==> config.mk <==
export PLATFORM = sky130hd
export DESIGN_NAME = tmtw_ctrl
export DESIGN_NICKNAME = d
export VERILOG_FILES = /design/src/design/tmtw_pkg.sv /design/src/design/tmtw_ctrl.sv
export SDC_FILE = /design/constraint.sdc
export NUM_CORES = 1
export LEC_CHECK = 0
export BUFFER_PORTS_ARGS = -buffer_cell sky130_fd_sc_hd__buf_2
export CAP_MARGIN = 25
export CORE_AREA = 10 10 47 49
export DETAILED_ROUTE_END_ITERATION = 16
export DIE_AREA = 0 0 57 59
export GPL_TIMING_DRIVEN = 0
export PLACE_DENSITY = 0.73
export SKIP_CTS_REPAIR_TIMING = 1
export SYNTH_ARGS = -nofsm -noshare
export SYNTH_HDL_FRONTEND = slang
export SYNTH_SLANG_ARGS = --single-unit
==> constraint.sdc <==
create_clock -name i_clk -period 1.6 [get_ports i_clk]
set_input_delay 0.24 -clock i_clk [delete_from_list [all_inputs] [get_ports i_clk]]
set_output_delay 0.24 -clock i_clk [all_outputs]
set_load 0.03 [all_outputs]
==> src/design/tmtw_pkg.sv <==
`default_nettype none
// ----------------------------------------------------------------------------
// tmtw_pkg
// Shared constants, command codes and status type for the text-mode terminal
// writer: field widths, control characters, operation codes.
// ----------------------------------------------------------------------------
package tmtw_pkg;

    localparam int DEF_COLUMNS    = 80;
    localparam int DEF_ROWS       = 25;
    localparam int DEF_TAB_SPACES = 4;

    localparam int OP_W      = 2;
    localparam int CHAR_W    = 8;
    localparam int RD_ROW_W  = 5;
    localparam int RD_COL_W  = 7;
    localparam int CUR_ROW_W = 5;
    localparam int CUR_COL_W = 7;
    localparam int ATTR_W    = 8;
    localparam int ENTRY_W   = ATTR_W + CHAR_W;

    localparam logic [ATTR_W-1:0] ATTR_RESET = 8'h07;

    localparam logic [CHAR_W-1:0] CH_BLANK = 8'h20;
    localparam logic [CHAR_W-1:0] CH_NL    = 8'd10;
    localparam logic [CHAR_W-1:0] CH_CR    = 8'd13;
    localparam logic [CHAR_W-1:0] CH_BS    = 8'd8;
    localparam logic [CHAR_W-1:0] CH_TAB   = 8'd9;

    localparam logic [OP_W-1:0] OP_PUT   = 2'd0;
    localparam logic [OP_W-1:0] OP_CLEAR = 2'd1;
    localparam logic [OP_W-1:0] OP_READ  = 2'd2;

    localparam int CMD_W = 4;
    typedef logic [CMD_W-1:0] t_dp_cmd;

    localparam t_dp_cmd CMD_NOP    = 4'd0;
    localparam t_dp_cmd CMD_LATCH  = 4'd1;
    localparam t_dp_cmd CMD_CR     = 4'd2;
    localparam t_dp_cmd CMD_BS     = 4'd3;
    localparam t_dp_cmd CMD_BLANK  = 4'd4;
    localparam t_dp_cmd CMD_STORE  = 4'd5;
    localparam t_dp_cmd CMD_NL     = 4'd6;
    localparam t_dp_cmd CMD_SCROLL = 4'd7;
    localparam t_dp_cmd CMD_CLEAR  = 4'd8;
    localparam t_dp_cmd CMD_INIT   = 4'd9;
    localparam t_dp_cmd CMD_CAP    = 4'd10;
    localparam t_dp_cmd CMD_FIN    = 4'd11;

    typedef struct packed {
        logic [OP_W-1:0] op;
        logic            is_nl;
        logic            is_cr;
        logic            is_bs;
        logic            at_origin;
        logic            at_last_col;
        logic            at_bottom;
        logic            cnt_one;
        logic            cnt_zero;
        logic            sweep_last;
        logic            scroll_last;
        logic            out_busy;
    } t_dp_stat;

endpackage
`default_nettype wire

==> src/design/tmtw_ctrl.sv <==
`default_nettype none
// ----------------------------------------------------------------------------
// tmtw_ctrl
// Sequencer of the terminal writer: decodes each item and steps the datapath
// through stores, line feeds, scroll and clear sweeps, reads and the result.
// ----------------------------------------------------------------------------
module tmtw_ctrl (
    input  wire logic               i_clk,
    input  wire logic               i_rst_n,
    input  wire logic               i_in_valid,
    output logic                    o_in_stall,
    output tmtw_pkg::t_dp_cmd       o_cmd,
    input  wire tmtw_pkg::t_dp_stat i_stat
);

    import tmtw_pkg::*;

    localparam int ST_W = 4;
    localparam logic [ST_W-1:0] S_INIT   = 4'd0;
    localparam logic [ST_W-1:0] S_IDLE   = 4'd1;
    localparam logic [ST_W-1:0] S_DECODE = 4'd2;
    localparam logic [ST_W-1:0] S_STORE  = 4'd3;
    localparam logic [ST_W-1:0] S_NL     = 4'd4;
    localparam logic [ST_W-1:0] S_SCROLL = 4'd5;
    localparam logic [ST_W-1:0] S_AFTER  = 4'd6;
    localparam logic [ST_W-1:0] S_BLANK  = 4'd7;
    localparam logic [ST_W-1:0] S_CLEAR  = 4'd8;
    localparam logic [ST_W-1:0] S_READ   = 4'd9;
    localparam logic [ST_W-1:0] S_RCAP   = 4'd10;
    localparam logic [ST_W-1:0] S_FIN    = 4'd11;

    logic [ST_W-1:0] r_state;
    logic [ST_W-1:0] n_state;

    always_ff @(posedge i_clk) begin
        if (!i_rst_n) begin
            r_state <= S_INIT;
        end else begin
            r_state <= n_state;
        end
    end

    assign o_in_stall = (r_state != S_IDLE);

    always_comb begin
        n_state = r_state;
        o_cmd   = CMD_NOP;
        case (r_state)
            S_INIT: begin
                o_cmd = CMD_INIT;
                if (i_stat.sweep_last) begin
                    n_state = S_IDLE;
                end
            end
            S_IDLE: begin
                if (i_in_valid) begin
                    o_cmd   = CMD_LATCH;
                    n_state = S_DECODE;
                end
            end
            S_DECODE: begin
                case (i_stat.op)
                    OP_PUT: begin
                        if (i_stat.is_nl) begin
                            n_state = S_NL;
                        end else if (i_stat.is_cr) begin
                            o_cmd   = CMD_CR;
                            n_state = S_FIN;
                        end else if (i_stat.is_bs) begin
                            // nothing moves at the origin
                            if (i_stat.at_origin) begin
                                n_state = S_FIN;
                            end else begin
                                o_cmd   = CMD_BS;
                                n_state = S_BLANK;
                            end
                        end else begin
                            n_state = S_STORE;
                        end
                    end
                    OP_CLEAR: begin
                        n_state = S_CLEAR;
                    end
                    OP_READ: begin
                        n_state = S_READ;
                    end
                    default: begin
                        n_state = S_FIN;
                    end
                endcase
            end
            S_STORE: begin
                o_cmd = CMD_STORE;
                if (i_stat.at_last_col) begin
                    n_state = S_NL;
                end else if (i_stat.cnt_one) begin
                    n_state = S_FIN;
                end
            end
            S_NL: begin
                o_cmd   = CMD_NL;
                n_state = i_stat.at_bottom ? S_SCROLL : S_AFTER;
            end
            S_SCROLL: begin
                o_cmd = CMD_SCROLL;
                if (i_stat.scroll_last) begin
                    n_state = S_AFTER;
                end
            end
            S_AFTER: begin
                // continue a tab that wrapped
                n_state = i_stat.cnt_zero ? S_FIN : S_STORE;
            end
            S_BLANK: begin
                o_cmd   = CMD_BLANK;
                n_state = S_FIN;
            end
            S_CLEAR: begin
                o_cmd = CMD_CLEAR;
                if (i_stat.sweep_last) begin
                    n_state = S_FIN;
                end
            end
            S_READ: begin
                n_state = S_RCAP;
            end
            S_RCAP: begin
                o_cmd   = CMD_CAP;
                n_state = S_FIN;
            end
            S_FIN: begin
                if (!i_stat.out_busy) begin
                    o_cmd   = CMD_FIN;
                    n_state = S_IDLE;
                end
            end
            default: begin
                n_state = S_IDLE;
            end
        endcase
    end

endmodule
`default_nettype wire

* Yosys cells after proc, flatten, opt, wreduce, memory -nomap -nowiden *
Cells that the tools add are included.

storage, ports and cells
  output and inout port bits = 5
  logic and storage cells = 48
  input bits = 16
  flip-flop bits (word level) = 4

operators by class
  reduce and logical (&&, ||, !) cells = 4
  eq/ne operators = 20
  multiplexer cells = 23

operator list
  operator              number
  $mux W4               13
  $pmux W4 S11          1
  $pmux W4 S10          1
  $eq A4 B3 Y1 const B  4
  $eq A4 B4 Y1 const B  4
  $mux W2               6
  $pmux W4 S3           1
  $ne A2 B2 Y1 const B  5
  $eq A4 B2 Y1 const B  2
  $reduce_and A6 Y1     1
  $eq A4 B1 Y1 const B  1
  $logic_not A4 Y1      1
  $ne A4 B1 Y1 const B  1
  $ne A3 B3 Y1 const B  1
  $eq A2 B1 Y1 const B  1
  $eq A2 B2 Y1 const B  1
  $logic_not A2 Y1      1
  $reduce_or A2 Y1      1
  $mux W1               1

* Depth between registers and ports, before layout *
Gate-level depths: netlist of run 1.

  depth in word-level cells = 6
  depth in mapped cells = 7
  depth with buffers taken out = 7

* Worst setup path after synthesis of run 1 *
Ideal clock, no wire load.

  path type = reg2out
  start point = register r_state[3]
  end point = output port o_cmd[0]
  arrival = 1.654 ns
  buffers on the path = 1
  path slack = -0.294 ns
  cell stages (with the launch flop) = 5
  path through = dfxtp_1 buf_2 nor4b_2 nand2_1 o311ai_1

on the way
  word-level cells in the longest chain between the ends = 2
  elaborated cells between the ends (all ways) = 11
  classes of those cells = eq/ne (9); mux (1); reduce/logical (1)

RTL lines
  element                               line             text
  start, declared                       tmtw_ctrl.sv:32  logic [ST_W-1:0] r_state;
  start signal, assigned                tmtw_ctrl.sv:39  r_state <= n_state;
  $eq A4 B4 Y1 (tied with other cells)  tmtw_ctrl.sv:48  case (r_state)
  $pmux W4 S10 *                        tmtw_ctrl.sv:48
  end, declared                         tmtw_ctrl.sv:12  output tmtw_pkg::t_dp_cmd o_cmd,

Every way passes the cells marked *; elsewhere a longest branch is shown, timed or not.

* Worst setup path after layout of run 1 *
  start point = register r_state[2]
  end point = output port o_cmd[0]

The elaborated chain is that of the path after synthesis.

==> results_dict.tcl, run 1 <==
set metrics [dict create \
    ir_drop_uv 386 \
    drive_gt1_share_pct 45.1 \
    rows 14 \
    fin_nets 142 \
    cap_viol_max_count 0 \
    synthFlopType "dfxtp_1" \
    overflow 0 \
    cts_tree "done" \
    drt_iter0_drc 18 \
    path_max_fanout 10 \
    die_y_um 59 \
    grt_max_degree 11 \
    synth_cells 88 \
    crit_path_end_kind "output port" \
    rsz0062_at_grt "true" \
    hpwlAfterDp_mm 1.50 \
    finalSetupViolCount 4 \
    grt_pass1_wl_mm 3.17 \
    die_x_um 57 \
    p_switching_uw 181 \
    synth_compound_area_share_pct 33.1 \
    fin_ws_ps -160 \
    worst_ep_required_time_ps 1360 \
    grt_pass1_vias 722 \
    pwr_density_cell_mw_per_mm2 515 \
    arrival_ps 1520 \
    via_per_inst 5.56 \
    pwr-share-seq_pct 24.1 \
    syn_area_um2 598 \
    synth_edf_count 0 \
    netlist_top_cells_area "dfxtp_1 (13%), mux2i_1 (6.7%), a21oi_1 (5.9%)" \
    pin_count 21 \
    netlist_top_cells_count "nand2_1 (9), nor2_1 (8), a21oi_1 (7)" \
    clock-root-buffer "clkbuf_4" \
    first_pass_iters 4 \
    start_util_pct 42.7 \
    synthXorXnorAreaFrac_pct 0 \
    htree_levels 1 \
    coreArea_mm2 0.00140 \
    synthAdderAreaFrac_pct 4.18 \
    cts_inserted_buffers 3 \
    antenna_found_initial 0 \
    synth_top_area_cell "dfxtp_1" \
    synth_top_family_by_area "simple AND/OR/NAND/NOR gates" \
    vias 767 \
    groute.usage.overall_pct 11.4 \
    min_from "i_rst_n" \
    yosys.area_share.simple_pct 33.7 \
    synth.most_common_cell "nand2_1" \
    multiInputGateArea_um2 513 \
    final.setup_skew_ps 11.2 \
    ys_ff_latch 4 \
    r2r_start "r_state[3]" \
    fin_util_pct 66.0 \
    worst_pin_slew_ps 318 \
    violations "setup timing" \
    synth_area_per_cell_um2 6.80 \
    cellLeakagePower_uw 0.000418 \
    largest_reg_flops 4 \
    regMostFlops "r_state" \
    finalHoldViolCount 0 \
    top_regs "r_state: 4 flops" \
    place_ws_ps -211 \
    period_share_pct 110 \
    min_path_type "in2reg" \
    min_period_ps 1760 \
    ant_nets 0 \
    path_clk_slew_ps 40 \
    dieArea_mm2 0.00336 \
    synth.mux.area_fraction_pct 6.69 \
    async_reset_ff_share_pct 0 \
    clk_latency_ps 250 \
    status "finished with violations" \
    cts.sinks 4 \
    startpoint_type "flop" \
    area_growth_pct 54.6 \
    clock_power_share_pct 27.2 \
    max_slew_margin_pct 78.6 \
    numPortBuffers 20 \
    route.detailed.drc 0 \
    pwr-share-comb_pct 48.7 \
    finalMaxSlewViolations 0 \
    yosys_warnings 0 \
    p_int_uw 295 \
    swShare_pct 38.0 \
    crit_path_start "r_state[2]" \
    seq_area_frac_synth_pct 13.4 \
    wl_mm 2.05 \
    place_congestion 0.847 \
    clock.fmax_mhz 568 \
    clk_path_buf_depth 2 \
    wire_per_inst_um 14.8 \
    criticalPathCategory "reg2out" \
    syn-num-nets 106 \
    area.sequential_um2 90.1 \
    ys_types 41 \
    antennaDiodeCount 0 \
    synthDominantCellAreaShare_pct 13.4 \
    fillerInstances 128 \
]
==> cells by family (layout without fill, tap and decap cells) <==
kind of cell,Yosys count,in the layout
simple gates,37,37
fa+ha+maj,2,2
flops,4,4
compound gates,29,29
buf+inv,12,46
mux,4,4
==> power by group through the flow <==
stage | Clock (µW) | Combinational (µW) | Sequential (µW)
6_report | 130 | 232 | 114
5_1_grt | 133 | 253 | 115
4_1_cts | 135 | 198 | 114
3_5_place_dp | 0 | 197 | 115
3_3_place_gp | 0 | 193 | 116
2_1_floorplan | 0 | 138 | 113
==> layout make-up <==
cell class	instances	area share [%]
repair buffers	32	22.5
inverters	6	2.84
multi-input cells	72	55.5
flip-flops and latches	4	9.74
well taps	16	2.17
clock buffers	3	2.44
plain buffers	5	4.87
==> per-stage QoR <==
stage	std cells	cell area [µm²]	hold WS [ps]	total power (µW)	setup TNS, ps
global route	138	925	278	501	-682
finish	138	925	266	476	-319
floorplan	88	618	358	251	-36.0
global placement	124	738	523	308	-197
detailed placement	124	738	528	312	-294
CTS	127	761	268	447	-911
==> per-layer routing <==
metal / vias to the layer above / global-route usage [%] / part of all wire (%)
met2: 23 / 18.8 / 48
met5: - / 0 / 0
met3: 2 / 3.22 / 6.9
met4: 0 / 6.04 / 0.98
li1: 389 / - / -
met1: 353 / 13.1 / 44
==> critical path: stages, from the launching register on <==
cell	delay (ps)
dfxtp_4	360
clkbuf_4	190
nor2_1	130
nor2_1	60
o2111ai_2	200
o311ai_2	140
buf_4	190
==> placed cells by master, fill, tap and decap left out, drive strengths merged, types with 2 or more instances in the layout <==
cell type / count
dfxtp: 4
nand2b: 6
clkbuf: 4
nor2: 8
buf: 35
o22ai: 2
nand2: 10
o21ai: 5
ha: 2
nand3: 2
a21oi: 7
mux2i: 4
inv: 5
o21a: 2
nor2b: 3
==> path summary, 6_finish.rpt <==
path	endpoint	cells past startpoint	slack, ps
max	o_cmd[0]	6	-160
min	r_state[2]	2	270
max reg2reg	r_state[3]	7	-10
min reg2reg	r_state[3]	3	700
No activity file was read; power rests on OpenSTA's default activity.
==> run 2: changes to the inputs <==
--- a/config.mk
+++ b/config.mk
@@ -7,11 +7,10 @@
 export LEC_CHECK = 0
 export BUFFER_PORTS_ARGS = -buffer_cell sky130_fd_sc_hd__buf_2
 export CAP_MARGIN = 25
-export CORE_AREA = 10 10 47 49
+export CORE_MARGIN = 10
+export CORE_UTILIZATION = 30
 export DETAILED_ROUTE_END_ITERATION = 16
-export DIE_AREA = 0 0 57 59
 export GPL_TIMING_DRIVEN = 0
-export PLACE_DENSITY = 0.73
 export SKIP_CTS_REPAIR_TIMING = 1
 export SYNTH_ARGS = -nofsm -noshare
 export SYNTH_HDL_FRONTEND = slang
==> constraint.sdc (replaced) <==
create_clock -name i_clk -period 1.9 [get_ports i_clk]
set_input_delay 0.285 -clock i_clk [delete_from_list [all_inputs] [get_ports i_clk]]
set_output_delay 0.285 -clock i_clk [all_outputs]
set_load 0.03 [all_outputs]
==> results_dict.tcl, run 2 (synthesis results as in run 1) <==
set metrics [dict create \
    cellLeakagePower_uw 0.000331 \
    vias 694 \
    final_common_cell "buf_2" \
    clk_path_buf_depth 2 \
    antennaDiodeCount 0 \
    rsz0062_at_grt "true" \
    via_per_inst 5.03 \
    hpwlAfterDp_mm 1.42 \
    cts.sinks 4 \
    area_growth_pct 30.5 \
    crit_path_end_kind "output port" \
    cts_tree "done" \
    max_slew_margin_pct 79.5 \
    pin_count 21 \
    first_pass_iters 4 \
    start_util_pct 31.1 \
    finalSetupViolCount 0 \
    largest_reg_flops 4 \
    status "finished, final reports clean" \
    path_max_fanout 8 \
    worst_pin_slew_ps 305 \
    worst_ep_required_time_ps 1620 \
    fin_ws_ps 8.60 \
    period_share_pct 99.5 \
    antenna_found_initial 0 \
    fin_nets 131 \
    overflow 0 \
    startpoint_type "flop" \
    place_ws_ps 47.0 \
    stdcell_area_um2 781 \
    fin_util_pct 40.6 \
    wire_per_inst_um 12.5 \
    numPortBuffers 20 \
    power_uw 366 \
    drt_iter0_drc 13 \
    wl_mm 1.73 \
    grt_pass1_vias 675 \
    htree_levels 1 \
    drive_gt1_share_pct 32.4 \
    cts_inserted_buffers 3 \
    clock.fmax_mhz 529 \
    die_y_um 64.7 \
    coreArea_mm2 0.00192 \
    cap_viol_max_count 0 \
    route.detailed.drc 0 \
    grt_pass1_wl_mm 2.88 \
    clk_latency_ps 230 \
    min_path_type "in2reg" \
    dpl_cell_area_um2 739 \
    ir_drop_uv 229 \
    arrival_ps 1610 \
    place_congestion 0.925 \
    dieArea_mm2 0.00418 \
    finalHoldViolCount 0 \
    layout_common_cells "buf_2 (22), nand2_1 (9), nor2_1 (8)" \
    whs_ps 332 \
    ant_nets 0 \
    groute.usage.overall_pct 7.88 \
    clock-root-buffer "clkbuf_4" \
    grt_max_degree 11 \
    pwr_density_cell_mw_per_mm2 469 \
    finalMaxSlewViolations 0 \
    rows 16 \
    die_x_um 64.7 \
    path_clk_slew_ps 40 \
    regMostFlops "r_state" \
    criticalPathCategory "reg2out" \
    top_regs "r_state: 4 flops" \
    final.setup_skew_ps 3.94 \
    min_period_ps 1890 \
]
run 2: cell types whose count changed in the layout (fill, tap and decap cells not counted), sizes merged:
cell and change:
dlymetal6s2s -1, clkinvlp -1, inv +1, buf -10
run 2: cell type report:
class / instances / area [µm²]
Buffer: 6 / 32.5
Clock buffer: 3 / 22.5
Fill cell: 213 / 1140
Inverter: 6 / 22.5
Multi-Input combinational cell: 72 / 483
Sequential cell: 4 / 81.3
Tap cell: 27 / 33.8
Timing Repair Buffer: 20 / 105
run 2: per-stage QoR:
stage / TNS [ps] / std cells
final: 0 / 138
after global routing: -90.8 / 138
after CTS: -93.4 / 138
after detailed placement: 0 / 135
after global placement: 0 / 135
after floorplan: 0 / 88
run 2: power breakdown:
group | switching, µW | internal (µW) | total, µW
Sequential | 8.22 | 89.2 | 97.4
Combinational | 96.8 | 70.3 | 167
Clock | 31.3 | 70.4 | 102
run 2: layer usage:
| layer | share of wire (%) | track usage [%] | wire (µm) | vias up |
|---|---|---|---|---|
| met5 | 0 | 0 | 0 | - |
| met4 | 0 | 1.60 | 0 | 0 |
| met3 | 3.1 | 0.859 | 53 | 0 |
| met2 | 46 | 13.4 | 795 | 21 |
| met1 | 51 | 10.3 | 880 | 307 |
| li1 | - | - | - | 366 |
run 2: final timing paths:
path	startpoint	end	slack [ps]	cells past startpoint
worst max register to register	r_state[1]	r_state[0]	410	6
worst min register to register	r_state[1]	r_state[0]	760	4
worst max-delay path	r_state[0]	o_cmd[0]	9	4
worst min-delay path	i_rst_n	r_state[2]	330	2
run 2: critical path, cell delays in order (launching register included):
cell      delay (ps)
dfxtp_1          390
nor4b_4          360
nand2_1          120
o311ai_2         290
buf_4            210
==> run 3: changes to the inputs <==
--- a/config.mk
+++ b/config.mk
@@ -7,10 +7,12 @@
 export LEC_CHECK = 0
 export BUFFER_PORTS_ARGS = -buffer_cell sky130_fd_sc_hd__buf_2
 export CAP_MARGIN = 25
+export CORE_ASPECT_RATIO = 1.4
 export CORE_MARGIN = 10
 export CORE_UTILIZATION = 30
 export DETAILED_ROUTE_END_ITERATION = 16
 export GPL_TIMING_DRIVEN = 0
+export PLACE_DENSITY = 0.64
 export SKIP_CTS_REPAIR_TIMING = 1
 export SYNTH_ARGS = -nofsm -noshare
 export SYNTH_HDL_FRONTEND = slang
==> results_dict.tcl, run 3 (synthesis results as in run 1) <==
set metrics [dict create \
    rows 19 \
    pin_count 21 \
    cts_tree "done" \
    fin_ws_ps -24.5 \
    via_per_inst 5.43 \
    grt_pass1_vias 707 \
    drt_iter0_drc 16 \
    max_slew_margin_pct 78.7 \
    overflow 0 \
    place_congestion 0.820 \
    violations "setup timing" \
    ir_drop_uv 311 \
    route.detailed.drc 0 \
    fillerInstances 207 \
    antennaDiodeCount 0 \
    top_regs "r_state: 4 flops" \
    startpoint_type "flop" \
    multiInputGateArea_um2 488 \
    final.setup_skew_ps 1.27 \
    path_max_fanout 10 \
    finalMaxSlewViolations 0 \
    groute.usage.overall_pct 7.91 \
    clk_latency_ps 230 \
    finalSetupViolCount 1 \
    cellLeakagePower_uw 0.000331 \
    coreArea_mm2 0.00193 \
    rsz0062_at_grt "true" \
    regMostFlops "r_state" \
    status "finished with violations" \
    die_y_um 72.8 \
    worst_ep_required_time_ps 1620 \
    wl_mm 1.81 \
    dieArea_mm2 0.00420 \
    clock-root-buffer "clkbuf_4" \
    pwr_density_cell_mw_per_mm2 471 \
    worst_pin_slew_ps 317 \
    cap_viol_max_count 0 \
    min_period_ps 1920 \
    grt_pass1_wl_mm 2.82 \
    wire_per_inst_um 13.7 \
    crit_path_end_kind "output port" \
    criticalPathCategory "reg2out" \
    period_share_pct 101 \
    clock.fmax_mhz 520 \
    path_clk_slew_ps 40 \
    clk_path_buf_depth 2 \
    ant_nets 0 \
    numPortBuffers 20 \
    area_growth_pct 30.1 \
    vias 717 \
    layout_common_cells "buf_2 (22), nand2_1 (9), nor2_1 (8)" \
    start_util_pct 31.1 \
    die_x_um 57.7 \
    min_path_type "in2reg" \
    cts.sinks 4 \
    first_pass_iters 4 \
    area.sequential_um2 81.3 \
    antenna_found_initial 0 \
    arrival_ps 1640 \
    fin_nets 131 \
    drive_gt1_share_pct 32.4 \
    hpwlAfterDp_mm 1.45 \
    whs_ps 326 \
    setup_tns_ps -24.5 \
    grt_max_degree 11 \
    finalHoldViolCount 0 \
    largest_reg_flops 4 \
    final_common_cell "buf_2" \
    cts_inserted_buffers 3 \
    htree_levels 1 \
]
[run 3: cell types whose count changed in the layout (fill, tap and decap cells not counted)]
cell      delta
clkbuf_4     +1
nor2b_4      +1
buf_4        -1
nor2b_2      -1
[run 3: final cells by class]
| class | count | area share [%] |
|---|---|---|
| plain buffers | 6 | 4.50 |
| multi-input cells | 72 | 62.7 |
| clock buffers | 3 | 2.89 |
| inverters | 6 | 2.89 |
| repair buffers | 20 | 13.2 |
| well taps | 21 | 3.38 |
| flip-flops and latches | 4 | 10.5 |
[run 3: stage by stage]
step | instances | total power [µW] | area [µm²] | utilization, % | setup slack [ps]
2_1_floorplan | 88 | 208 | 606 | - | 37.4
3_3_place_gp | 129 | 257 | 732 | 38.0 | 81.9
3_5_place_dp | 129 | 259 | 732 | 38.0 | 33.0
4_1_cts | 132 | 366 | 754 | 39.2 | -98.3
5_1_grt | 132 | 395 | 778 | 40.4 | -111
6_report | 132 | 367 | 778 | 40.4 | -24.5
[run 3: power by group]
| group | switching (µW) | internal, µW |
|---|---|---|
| logic | 97.6 | 68.9 |
| registers | 7.64 | 89.2 |
| clock network | 33.0 | 70.5 |
[run 3: worst max-delay path, cell delays in order, from the launching register on]
cell and delay (ps):
dfxtp_1 280, buf_2 180, nor4b_4 290, nand2_1 140, o311ai_2 270, buf_2 240
[run 3: final timing paths]
| kind | startpoint | depth (start not counted) | endpoint | slack [ps] |
|---|---|---|---|---|
| worst min register to register | r_state[1] | 4 | r_state[0] | 750 |
| worst min-delay path | i_rst_n | 2 | r_state[2] | 330 |
| worst max-delay path | r_state[3] | 5 | o_cmd[0] | -20 |
| worst max register to register | r_state[1] | 6 | r_state[0] | 390 |
[run 3: metal layers]
layer	wire length [µm]	track usage [%]	part of all wire, %
met3	78	1.39	4.3
met5	0	0	0
met1	692	7.61	38
met2	1000	15.6	55
met4	37	3.40	2.0
